==> src/design/ptts_pkg.sv <==
package ptts_pkg;

  localparam int NUM_TASKS    = 8;
  localparam int PERIOD_WIDTH = 16;

  localparam int SLOT_W = (NUM_TASKS > 1) ? $clog2(NUM_TASKS) : 1;
  localparam int CNT_W  = $clog2(NUM_TASKS + 1);

  typedef logic [SLOT_W-1:0]       slot_t;
  typedef logic [CNT_W-1:0]        cnt_t;
  typedef logic [PERIOD_WIDTH-1:0] period_t;

  typedef enum logic [2:0] {
    OP_TICK    = 3'd0,
    OP_CREATE  = 3'd1,
    OP_START   = 3'd2,
    OP_STOP    = 3'd3,
    OP_CHANGE  = 3'd4,
    OP_SERVICE = 3'd5
  } op_e;

  typedef enum logic [1:0] {
    ST_IDLE,
    ST_TICK,
    ST_SERV
  } state_e;

  localparam logic STATUS_DONE    = 1'b0;
  localparam logic STATUS_IGNORED = 1'b1;

  typedef struct packed {
    logic [2:0]  opcode;
    logic [2:0]  task_id;
    logic [15:0] period;
  } req_t;

  typedef struct packed {
    logic       has_task;
    logic [2:0] task_id_out;
    logic       status;
    logic       last;
  } rsp_t;

endpackage

==> src/design/ptts_ram.sv <==
module ptts_ram #(
  parameter int WIDTH = 16,
  parameter int DEPTH = 8,
  localparam int AW = (DEPTH > 1) ? $clog2(DEPTH) : 1
) (
  input  logic             clk_i,
  input  logic             we_i,
  input  logic [AW-1:0]    waddr_i,
  input  logic [WIDTH-1:0] wdata_i,
  input  logic [AW-1:0]    raddr_i,
  output logic [WIDTH-1:0] rdata_o
);

  logic [WIDTH-1:0] mem [DEPTH];

  always_ff @(posedge clk_i) begin
    if (we_i) begin
      mem[waddr_i] <= wdata_i;
    end
    rdata_o <= mem[raddr_i];
  end

endmodule

==> src/design/periodic_task_tick_scheduler.sv <==
// Periodic task tick scheduler.
// A request is taken at a rising edge with start high and busy low. Every
// request yields results on rsp_o, each shown for one cycle with rsp_valid_o
// high; the receiver cannot stall them. rsp_o.last marks the final result.
// Create, start, stop, change period and unused opcodes finish without a walk:
// their single result appears the cycle after the request and busy stays low.
// Tick walks the run list one slot per cycle through the period and timer
// memories (read, then compare and write back, overlapped); its result
// comes at the end, and an empty list answers at once. Service scans the
// run list one entry per cycle and emits each pending slot as it is found,
// or one result with has_task low if none is pending.
// busy is high while a tick or service walk runs.
// Reset clears all slots, the run list and the pending and active marks at
// once; valid bits make entries never written read as zero, so no clearing pass runs.
module periodic_task_tick_scheduler (
  input  logic           clk_i,
  input  logic           rst_ni,
  input  logic           start,
  input  ptts_pkg::req_t req_i,
  output logic           busy,
  output logic           rsp_valid_o,
  output ptts_pkg::rsp_t rsp_o
);

  import ptts_pkg::*;

  state_e  state_q, state_d;
  slot_t   order_q [NUM_TASKS];
  slot_t   order_d [NUM_TASKS];
  cnt_t    count_q, count_d;
  cnt_t    idx_q, idx_d;
  logic [NUM_TASKS-1:0] active_q, active_d;
  logic [NUM_TASKS-1:0] pending_q, pending_d;
  logic [NUM_TASKS-1:0] per_vld_q, per_vld_d;
  logic [NUM_TASKS-1:0] tmr_vld_q, tmr_vld_d;
  logic    s2_vld_q, s2_vld_d;
  slot_t   s2_slot_q, s2_slot_d;
  logic    sent_q, sent_d;
  logic    rsp_valid_q, rsp_valid_d;
  rsp_t    rsp_q, rsp_d;

  logic    per_we, tmr_we;
  slot_t   per_waddr, tmr_waddr, rd_addr;
  period_t per_wdata, tmr_wdata, per_rdata, tmr_rdata;

  logic    accept, ok_id, in_list, tick_done, serv_done, fire;
  op_e     op;
  slot_t   slot_in, cur_slot;
  period_t per_in, tmr_cur, per_cur;
  logic [NUM_TASKS-1:0] match, shift;

  assign accept    = start && (state_q == ST_IDLE);
  assign op        = op_e'(req_i.opcode);
  assign ok_id     = int'(req_i.task_id) < NUM_TASKS;
  assign slot_in   = SLOT_W'(req_i.task_id);
  assign per_in    = PERIOD_WIDTH'(req_i.period);
  assign in_list   = idx_q < count_q;
  assign cur_slot  = order_q[idx_q[SLOT_W-1:0]];
  assign tick_done = (state_q == ST_TICK) && !in_list && !s2_vld_q;
  assign serv_done = (state_q == ST_SERV) && !in_list;
  assign rd_addr   = cur_slot;

  assign tmr_cur = tmr_vld_q[s2_slot_q] ? tmr_rdata : '0;
  assign per_cur = per_vld_q[s2_slot_q] ? per_rdata : '0;
  assign fire    = tmr_cur >= per_cur;

  assign busy        = (state_q != ST_IDLE);
  assign rsp_valid_o = rsp_valid_q;
  assign rsp_o       = rsp_q;

  // locate the slot in the run list and mark entries that shift down
  always_comb begin
    for (int j = 0; j < NUM_TASKS; j++) begin
      match[j] = (CNT_W'(j) < count_q) && (order_q[j] == slot_in);
    end
    shift[0] = match[0];
    for (int j = 1; j < NUM_TASKS; j++) begin
      shift[j] = shift[j-1] | match[j];
    end
  end

  always_comb begin
    state_d = state_q;
    unique case (state_q)
      ST_IDLE: begin
        if (accept && op == OP_TICK && count_q != '0) begin
          state_d = ST_TICK;
        end else if (accept && op == OP_SERVICE && count_q != '0) begin
          state_d = ST_SERV;
        end
      end
      ST_TICK: begin
        if (tick_done) begin
          state_d = ST_IDLE;
        end
      end
      ST_SERV: begin
        if (serv_done) begin
          state_d = ST_IDLE;
        end
      end
      default: state_d = ST_IDLE;
    endcase
  end

  always_comb begin
    order_d     = order_q;
    count_d     = count_q;
    idx_d       = idx_q;
    active_d    = active_q;
    pending_d   = pending_q;
    per_vld_d   = per_vld_q;
    tmr_vld_d   = tmr_vld_q;
    s2_vld_d    = 1'b0;
    s2_slot_d   = s2_slot_q;
    sent_d      = sent_q;
    rsp_valid_d = 1'b0;
    rsp_d       = rsp_q;
    per_we      = 1'b0;
    per_waddr   = slot_in;
    per_wdata   = per_in;
    tmr_we      = 1'b0;
    tmr_waddr   = s2_slot_q;
    tmr_wdata   = fire ? '0 : PERIOD_WIDTH'(tmr_cur + 1'b1);

    unique case (state_q)
      ST_IDLE: begin
        if (accept) begin
          idx_d       = '0;
          sent_d      = 1'b0;
          rsp_d       = '{has_task: 1'b0, task_id_out: 3'd0,
                          status: STATUS_DONE, last: 1'b1};
          rsp_valid_d = 1'b1;
          unique case (op)
            OP_TICK: begin
              rsp_valid_d = (count_q == '0);
            end
            OP_CREATE: begin
              if (ok_id) begin
                per_we             = 1'b1;
                per_vld_d[slot_in] = 1'b1;
                tmr_vld_d[slot_in] = 1'b0;
                pending_d[slot_in] = 1'b0;
              end else begin
                rsp_d.status = STATUS_IGNORED;
              end
            end
            OP_START: begin
              if (ok_id && !active_q[slot_in] && int'(count_q) < NUM_TASKS) begin
                for (int j = NUM_TASKS - 1; j > 0; j--) begin
                  order_d[j] = order_q[j-1];
                end
                order_d[0]        = slot_in;
                count_d           = count_q + 1'b1;
                active_d[slot_in] = 1'b1;
              end else begin
                rsp_d.status = STATUS_IGNORED;
              end
            end
            OP_STOP: begin
              if (ok_id) begin
                rsp_d.status = active_q[slot_in] ? STATUS_DONE : STATUS_IGNORED;
                if (match != '0) begin
                  for (int j = 0; j < NUM_TASKS - 1; j++) begin
                    if (shift[j]) begin
                      order_d[j] = order_q[j+1];
                    end
                  end
                  count_d = count_q - 1'b1;
                end
                active_d[slot_in]  = 1'b0;
                tmr_vld_d[slot_in] = 1'b0;
                pending_d[slot_in] = 1'b0;
              end else begin
                rsp_d.status = STATUS_IGNORED;
              end
            end
            OP_CHANGE: begin
              if (ok_id) begin
                per_we             = 1'b1;
                per_vld_d[slot_in] = 1'b1;
              end else begin
                rsp_d.status = STATUS_IGNORED;
              end
            end
            OP_SERVICE: begin
              rsp_valid_d = (count_q == '0);
            end
            default: begin
              rsp_d.status = STATUS_IGNORED;
            end
          endcase
        end
      end
      ST_TICK: begin
        if (in_list) begin
          s2_vld_d  = 1'b1;
          s2_slot_d = cur_slot;
          idx_d     = idx_q + 1'b1;
        end
        if (s2_vld_q) begin
          tmr_we               = 1'b1;
          tmr_vld_d[s2_slot_q] = 1'b1;
          if (fire) begin
            pending_d[s2_slot_q] = 1'b1;
          end
        end
        if (tick_done) begin
          rsp_valid_d = 1'b1;
        end
      end
      ST_SERV: begin
        if (in_list) begin
          idx_d = idx_q + 1'b1;
          if (pending_q[cur_slot]) begin
            pending_d[cur_slot] = 1'b0;
            sent_d              = 1'b1;
            rsp_valid_d         = 1'b1;
            rsp_d = '{has_task: 1'b1, task_id_out: 3'(cur_slot),
                      status: STATUS_DONE, last: ($countones(pending_q) == 1)};
          end
        end else if (!sent_q) begin
          rsp_valid_d = 1'b1;
          rsp_d       = '{has_task: 1'b0, task_id_out: 3'd0,
                          status: STATUS_DONE, last: 1'b1};
        end
      end
      default: begin
      end
    endcase
  end

  always_ff @(posedge clk_i or negedge rst_ni) begin
    if (!rst_ni) begin
      state_q     <= ST_IDLE;
      count_q     <= '0;
      idx_q       <= '0;
      active_q    <= '0;
      pending_q   <= '0;
      per_vld_q   <= '0;
      tmr_vld_q   <= '0;
      s2_vld_q    <= 1'b0;
      sent_q      <= 1'b0;
      rsp_valid_q <= 1'b0;
    end else begin
      state_q     <= state_d;
      count_q     <= count_d;
      idx_q       <= idx_d;
      active_q    <= active_d;
      pending_q   <= pending_d;
      per_vld_q   <= per_vld_d;
      tmr_vld_q   <= tmr_vld_d;
      s2_vld_q    <= s2_vld_d;
      sent_q      <= sent_d;
      rsp_valid_q <= rsp_valid_d;
    end
  end

  always_ff @(posedge clk_i) begin
    order_q   <= order_d;
    s2_slot_q <= s2_slot_d;
    rsp_q     <= rsp_d;
  end

  ptts_ram #(
    .WIDTH(PERIOD_WIDTH),
    .DEPTH(NUM_TASKS)
  ) u_period_ram (
    .clk_i  (clk_i),
    .we_i   (per_we),
    .waddr_i(per_waddr),
    .wdata_i(per_wdata),
    .raddr_i(rd_addr),
    .rdata_o(per_rdata)
  );

  ptts_ram #(
    .WIDTH(PERIOD_WIDTH),
    .DEPTH(NUM_TASKS)
  ) u_timer_ram (
    .clk_i  (clk_i),
    .we_i   (tmr_we),
    .waddr_i(tmr_waddr),
    .wdata_i(tmr_wdata),
    .raddr_i(rd_addr),
    .rdata_o(tmr_rdata)
  );

endmodule

==> config.mk <==
export PLATFORM = sky130hd
export DESIGN_NAME = periodic_task_tick_scheduler
export DESIGN_NICKNAME = d
export VERILOG_FILES = /design/src/design/ptts_pkg.sv /design/src/design/ptts_ram.sv /design/src/design/periodic_task_tick_scheduler.sv
export SDC_FILE = /design/constraint.sdc
export NUM_CORES = 1
export LEC_CHECK = 0
export ABC_AREA = 1
export BUFFER_PORTS_ARGS = -buffer_cell sky130_fd_sc_hd__buf_2
export CAP_MARGIN = 20
export CORE_ASPECT_RATIO = 1.75
export CORE_MARGIN = 8
export CORE_UTILIZATION = 40
export DETAILED_ROUTE_END_ITERATION = 8
export HOLD_SLACK_MARGIN = 0.06
export SLEW_MARGIN = 20
export SYNTH_ARGS = -nofsm -noshare
export SYNTH_HDL_FRONTEND = slang
export SYNTH_SLANG_ARGS = --single-unit
==> constraint.sdc <==
create_clock -name clk_i -period 3.8 [get_ports clk_i]
set_input_delay 0 -clock clk_i [delete_from_list [all_inputs] [get_ports clk_i]]
set_output_delay 0 -clock clk_i [all_outputs]
set_load 0.02 [all_outputs]
==> results.json, run 1 <==
{
  "share_of_cells_above_drive_strength_1_pct": 11.7,
  "fin_crit_ns": 3.53,
  "crit_top_cell": "sky130_fd_sc_hd__nand2_1",
  "antennaDiodeCount": 0,
  "slew_violations": 0,
  "mappedNetlistNets": 1559,
  "postSynthRegisterBits": 366,
  "timing.critical_path.to_type": "flop",
  "finalPower_uw": 15600,
  "warning_count_from_the_yosys_run": 0,
  "proportion_of_synthesized_area_in_mux_cells_pct": 0,
  "synth_area_per_cell_um2": 11.0,
  "critPathRequiredTime_ns": 4.10,
  "groute.usage.overall_pct": 18.5,
  "flow.area_growth_from_synthesis_pct": 13.3,
  "clk_path_buf_depth": 3,
  "grt_first_pass_wirelength_mm": 68.3,
  "result_of_the_run": "finished, final reports clean",
  "path_cells": "inv_1, nand3_1, o22ai_1, a221oi_1, nand2_2, buf_4, buf_4, nand2_1, ha_1, nand2_1, nor2_1, nand2_1, o211ai_1, nand2_1, nand3_1, inv_1, o21ai_0, a21oi_2",
  "synth_compound_gate_area_share_pct": 13.8,
  "dp_hpwl_mm": 30.6,
  "finish.instance_area_um2": 18700,
  "clock_sinks": 366,
  "postSynthCellCount": 1499,
  "routed_via_density": 5.37,
  "cts_tree": "yes",
  "dpl_cell_area_um2": 17400,
  "critical_path.max_stage_delay_ns": 0.52,
  "synth_top_family_by_area": "simple AND/OR/NAND/NOR gates",
  "grt_setup_unrepaired": "false",
  "pin_count_of_the_biggest_net_entering_global_routing": 103,
  "worst_setup_path_start_kind": "flop",
  "setup-tns-final_ns": 0,
  "critical_path.slowest_cell": "sky130_fd_sc_hd__edfxtp_1",
  "setup_violations": 0,
  "post-route-drc-count": 0,
  "timing.hold.worst.class": "primary input to async pin",
  "starting_density_of_the_core_pct": 40.5,
  "cts_htree_levels": 2,
  "row_count": 98,
  "drtAntennaViolNets": 0,
  "clockRootBuffer": "sky130_fd_sc_hd__clkbuf_16",
  "cellPowerDensity_nw_per_um2": 832,
  "die_y_um": 285,
  "final_cell_mix": "289 x sky130_fd_sc_hd__edfxtp_1, 212 x sky130_fd_sc_hd__nand2_1, 172 x sky130_fd_sc_hd__o21ai_0",
  "first_pass_iters": 7,
  "cts_made_buffers": 34,
  "routed_wirelength_mm": 44.6,
  "worst-slew-pin-transition_ns": 0.771,
  "dieArea_um2": 48400,
  "power.leakage_uw": 0.00709,
  "initialDrtViolationCount": 758,
  "finClkSkew_ns": 0.0182,
  "fin_crit_sh_pct": 92.8,
  "route.detailed.wl_per_inst_um": 20.8,
  "num-fill-cells": 3742,
  "final-hold-violation-count": 0,
  "netlist-cell-type-count": 48,
  "layout.cells.most_common": "sky130_fd_sc_hd__edfxtp_1",
  "post_synth_and_or_nand_nor_area_fraction_pct": 13.8,
  "cp.arrival_ns": 3.82,
  "syn-cell-area_um2": 16500,
  "floorplan.io_pins": 33,
  "num_vias": 11500,
  "postSynth.asyncResetShare_pct": 12.3,
  "gp_congestion": 0.948,
  "via_count_of_the_first_global_routing_pass": 11600,
  "nNetsFinal": 1626,
  "synth_adder_area_share_pct": 2.83,
  "worst-path-max-fanout": 14,
  "synthXorXnorAreaFrac_pct": 1.27,
  "ir_drop_v": 0.000601,
  "timing.setup.critical_path_class": "flop to flop",
  "yosysSeqAreaShare_pct": 63.1,
  "clk-insertion-delay-late_ns": 0.52,
  "dieWidth_um": 170,
  "fp.coreArea_um2": 40800,
  "port-buffer-count": 32,
  "antenna_found_initial": 0,
  "timing.hold.ws_ns": 0.0413,
  "synthFlopType": "sky130_fd_sc_hd__edfxtp_1",
  "slew-limit-headroom_pct": 48.4,
  "grt_remaining_overflow": 0,
  "count_of_flip_flops_with_a_built_in_enable_after_synthesis": 289,
  "max_clock_freq_mhz": 284,
  "path_clk_slew_ns": 0.07,
  "maxCapViolCount": 0
}
state kept, by name (all words and copies together), names as in the netlist, named ones only:
register	count
u_timer_ram.rdata_o	16
s2_slot_q	3
order_q	24
per_vld_q	8
count_q	4
u_timer_ram.mem	128
rsp_valid_o	1
u_period_ram.mem	128
u_period_ram.rdata_o	16
sent_q	1
idx_q	4
rsp_o	6
s2_vld_q	1
pending_q	8
tmr_vld_q	8
state_q	2
routing by layer:
metal	up-vias	wire, um	track usage (%)
met1	5576	16200	19.4
li1	5448	-	-
met5	-	0	0
met3	132	1550	2.13
met2	345	24400	35.1
met4	0	2490	10.0
metrics by stage:
step | std cells | utilization, % | setup slack, ns
floorplan | 1499 | - | 0.544
global placement | 2053 | 42.6 | 0.00845
detailed placement | 2053 | 42.6 | -0.0832
CTS | 2137 | 45.7 | 0.0197
global route | 2141 | 45.9 | 0.00982
finish | 2141 | 45.9 | 0.274
area by class of cell:
| cell class | instances | area, um2 | share of cell area (%) |
|---|---|---|---|
| Multi-Input combinational cell | 937 | 5330 | 28.4 |
| Inverter | 130 | 488 | 2.60 |
| Timing Repair Buffer | 97 | 733 | 3.91 |
| Clock buffer | 47 | 992 | 5.29 |
| Tap cell | 550 | 688 | 3.67 |
| Clock inverter | 14 | 71.3 | 0.381 |
| Sequential cell | 366 | 10400 | 55.7 |
worst max-delay path, delay by kind of cell (launching register included):
family,cells,cell delay (ns)
AO/OA/AOI/OAI,5,1.07
buffers and inverters,4,0.77
AND/OR/NAND/NOR,8,0.70
flip-flops,1,0.52
adder cells (fa/ha/maj),1,0.23
final timing paths:
kind                       cells after the start                      from  slack [ns]                               to
setup / recovery                              18    s2_slot_q[0]$_DFFE_PP_        0.27  u_timer_ram.mem[7][7]$_DFFE_PP_
hold / removal                                 2                    rst_ni        0.04           count_q[2]$_DFFE_PN0P_
setup reg to reg                              18    s2_slot_q[0]$_DFFE_PP_        0.27  u_timer_ram.mem[7][7]$_DFFE_PP_
hold reg to reg                                2  per_vld_q[4]$_DFFE_PN0P_        0.48         per_vld_q[4]$_DFFE_PN0P_
max in group asynchronous                      2                    rst_ni        3.33         pending_q[1]$_DFFE_PN0P_
min in group clk_i                             4                 req_i[18]        0.09         per_vld_q[0]$_DFFE_PN0P_
Yosys cell counts (all sizes together) (31+ instances only):
library cell / count / area, um2
a21oi: 37 / 185
buf: 45 / 290
dfrtp: 45 / 1130
dfxtp: 32 / 641
edfxtp: 289 / 8680
ha: 31 / 388
inv: 128 / 480
nand2: 227 / 897
nand3: 91 / 513
nor2: 135 / 556
o2111ai: 32 / 280
o21a: 93 / 698
o21ai: 189 / 946
cells by family after synthesis:
logic type,count (synthesis)
buffers and inverters,196
AND/OR/NAND/NOR,503
flip-flops,366
XOR/XNOR,24
AO/OA/AOI/OAI,375
adder cells (fa/ha/maj),35
what timing repair did:
action                                  CTS  global route
endpoints found under the hold margin   183             0
setup buffers                             0             4
endpoints found under the setup margin   40           112
gates resized for setup                   2             9
hold buffers                             23             0
cloned                                    0             0
power breakdown:
| part | switching, uW | internal, uW |
|---|---|---|
| registers | 465 | 5070 |
| logic | 4590 | 2170 |
| clock network | 1450 | 1830 |
Note: power is estimated with default switching activity, not from simulation.
==> run 2: changes to the inputs <==
--- a/config.mk
+++ b/config.mk
@@ -8,11 +8,14 @@
 export ABC_AREA = 1
 export BUFFER_PORTS_ARGS = -buffer_cell sky130_fd_sc_hd__buf_2
 export CAP_MARGIN = 20
+export CELL_PAD_IN_SITES_DETAIL_PLACEMENT = 0
+export CELL_PAD_IN_SITES_GLOBAL_PLACEMENT = 1
 export CORE_ASPECT_RATIO = 1.75
 export CORE_MARGIN = 8
-export CORE_UTILIZATION = 40
+export CORE_UTILIZATION = 51
 export DETAILED_ROUTE_END_ITERATION = 8
 export HOLD_SLACK_MARGIN = 0.06
+export PLACE_DENSITY_LB_ADDON = 0.1
 export SLEW_MARGIN = 20
 export SYNTH_ARGS = -nofsm -noshare
 export SYNTH_HDL_FRONTEND = slang
==> results.json, run 2 (synthesized netlist as in run 1, its figures left out) <==
{
  "clk_path_buf_depth": 3,
  "route.detailed.wl_per_inst_um": 21.8,
  "maxCapViolCount": 0,
  "cp.arrival_ns": 3.74,
  "grt_first_pass_wirelength_mm": 67.1,
  "timing.critical_path.to_type": "flop",
  "dieWidth_um": 152,
  "cts_htree_levels": 2,
  "worstHoldStart": "req_i[16]",
  "critical_path.reg2reg.startpoint": "s2_slot_q[2]$_DFFE_PP_",
  "setup_violations": 0,
  "final_cell_count_no_fill": 1991,
  "final-hold-violation-count": 0,
  "r2r.worst_path.cells": 20,
  "row_count": 87,
  "final_cell_mix": "289 x sky130_fd_sc_hd__edfxtp_1, 213 x sky130_fd_sc_hd__nand2_1, 172 x sky130_fd_sc_hd__o21ai_0",
  "clockRootBuffer": "sky130_fd_sc_hd__clkbuf_16",
  "cellPowerDensity_nw_per_um2": 834,
  "critical_path.slowest_cell": "sky130_fd_sc_hd__edfxtp_1",
  "met2_track_demand_over_resource_pct": 44.4,
  "worst-path-max-fanout": 15,
  "dpl_cell_area_um2": 17200,
  "result_of_the_run": "finished, final reports clean",
  "grt_remaining_overflow": 0,
  "worst_r2r_endpoint": "u_timer_ram.mem[1][12]$_DFFE_PP_",
  "clk-insertion-delay-late_ns": 0.53,
  "finClkSkew_ns": 0.0285,
  "routed_via_density": 5.63,
  "groute.usage.overall_pct": 22.7,
  "met3_capacity_usage_during_global_routing_pct": 2.60,
  "slew-limit-headroom_pct": 44.3,
  "grt_busiest_layer": "met2",
  "cts_post_setup_buffers_inserted": 0,
  "critPathRequiredTime_ns": 4.06,
  "cts_tree": "yes",
  "critical_path.max_stage_delay_ns": 0.46,
  "antenna_found_initial": 0,
  "first_pass_iters": 4,
  "via_count_of_the_first_global_routing_pass": 11800,
  "met1_usage_pct": 23.2,
  "largestRegisters": "u_period_ram.mem: 128 flops, u_timer_ram.mem: 128 flops, order_q: 24 flops",
  "starting_density_of_the_core_pct": 51.5,
  "gp_congestion": 0.869,
  "flow.area_growth_from_synthesis_pct": 12.5,
  "finish.instance_area_um2": 18600,
  "worst-slew-pin-transition_ns": 0.832,
  "path_cells": "inv_1, nor2_1, inv_1, nor2_1, inv_1, o22ai_1, a221oi_2, nand2_1, buf_4, nand2_1, ha_1, nand2_1, inv_1, o21ai_0, a21oi_1, nor2_1, nand3_1, inv_1, nand2_1, nor2_1",
  "share_of_cells_above_drive_strength_1_pct": 11.5,
  "floorplan.io_pins": 33,
  "pin_count_of_the_biggest_net_entering_global_routing": 127,
  "drtAntennaViolNets": 0,
  "power.leakage_uw": 0.00710,
  "holdPathEnd": "order_q[21]$_DFFE_PP_",
  "path_clk_slew_ns": 0.06,
  "slew_violations": 0,
  "timing.hold.worst.class": "primary input to flop",
  "timing.setup.critical_path_class": "flop to flop",
  "num_vias": 11200,
  "fin_crit_ns": 3.48,
  "post-place-cells": 1903,
  "dp_hpwl_mm": 29.0,
  "post-route-drc-count": 0,
  "cts_made_buffers": 35,
  "port-buffer-count": 32,
  "dieArea_um2": 38700,
  "initialDrtViolationCount": 635,
  "ir_drop_v": 0.000535,
  "worst_setup_path_start_kind": "flop",
  "fin_crit_sh_pct": 91.6,
  "whs_path_depth": 3,
  "nNetsFinal": 1625,
  "routed_wirelength_mm": 43.4,
  "layout.cells.most_common": "sky130_fd_sc_hd__edfxtp_1",
  "regToRegSetupSlack_ns": 0.32,
  "crit_top_cell": "sky130_fd_sc_hd__inv_1",
  "clock_sinks": 366,
  "fp.coreArea_um2": 32100,
  "die_y_um": 254,
  "max_clock_freq_mhz": 287,
  "timing.hold.ws_ns": 0.0877,
  "antennaDiodeCount": 0
}
==> run 2: layer usage <==
metal	wire (um)	part of all wire (%)
met1	15800	36
met2	24100	56
met4	2320	5.3
met3	1190	2.7
met5	0	0
==> run 2: power by group <==
part           internal (uW)  switching, uW  total, uW
clock                   1990           1470       3470
sequential              5070            394       5470
combinational           2090           4500       6590
total                   9150           6370      15500
==> run 2: repair_timing <==
action	4_1_cts	5_1_grt
setup endpoints to repair	0	64
hold endpoints to repair	183	0
hold buffers	25	0
resized for setup	0	9
==> run 2: area by class of cell <==
cell class / instances / area (um2)
Clock buffer: 49 / 1000
Clock inverter: 14 / 139
Fill cell: 2698 / 13500
Inverter: 130 / 488
Multi-Input combinational cell: 937 / 5320
Sequential cell: 366 / 10400
Tap cell: 400 / 500
Timing Repair Buffer: 95 / 711
==> run 2: critical path: cells and delay by family, from the launching register on <==
family | cells | cell delay (ns)
adder cells (fa/ha/maj) | 1 | 0.29
AND/OR/NAND/NOR | 9 | 1.22
flip-flops | 1 | 0.46
AO/OA/AOI/OAI | 4 | 0.50
buffers and inverters | 6 | 0.73
==> run 2: metrics by stage <==
step,setup slack (ns),utilization (%),TNS [ns],power [uW]
detailed placement,0.174,53.5,0,12200
CTS,0.144,57.8,0,15600
finish,0.318,57.9,0,15500
floorplan,0.544,-,0,10100
global placement,0.287,53.5,0,12100
global route,-0.00881,57.9,-0.0593,16500
==> run 2: how the worst max path moves through the flow <==
| stage | startpoint | endpoint | slack (ns) | depth (start not counted) |
|---|---|---|---|---|
| finish | s2_slot_q[2]$_DFFE_PP_ | u_timer_ram.mem[1][12]$_DFFE_PP_ | 0.32 | 20 |
| global route | s2_slot_q[2]$_DFFE_PP_ | u_timer_ram.mem[1][6]$_DFFE_PP_ | -0.009 | 20 |
| CTS | s2_slot_q[2]$_DFFE_PP_ | u_timer_ram.mem[6][4]$_DFFE_PP_ | 0.14 | 20 |
| detailed placement | s2_slot_q[2]$_DFFE_PP_ | u_timer_ram.mem[0][7]$_DFFE_PP_ | 0.17 | 20 |
| global placement | s2_slot_q[2]$_DFFE_PP_ | u_timer_ram.mem[7][6]$_DFFE_PP_ | 0.29 | 20 |
| floorplan | s2_slot_q[2]$_DFFE_PP_ | u_timer_ram.mem[0][7]$_DFFE_PP_ | 0.54 | 20 |
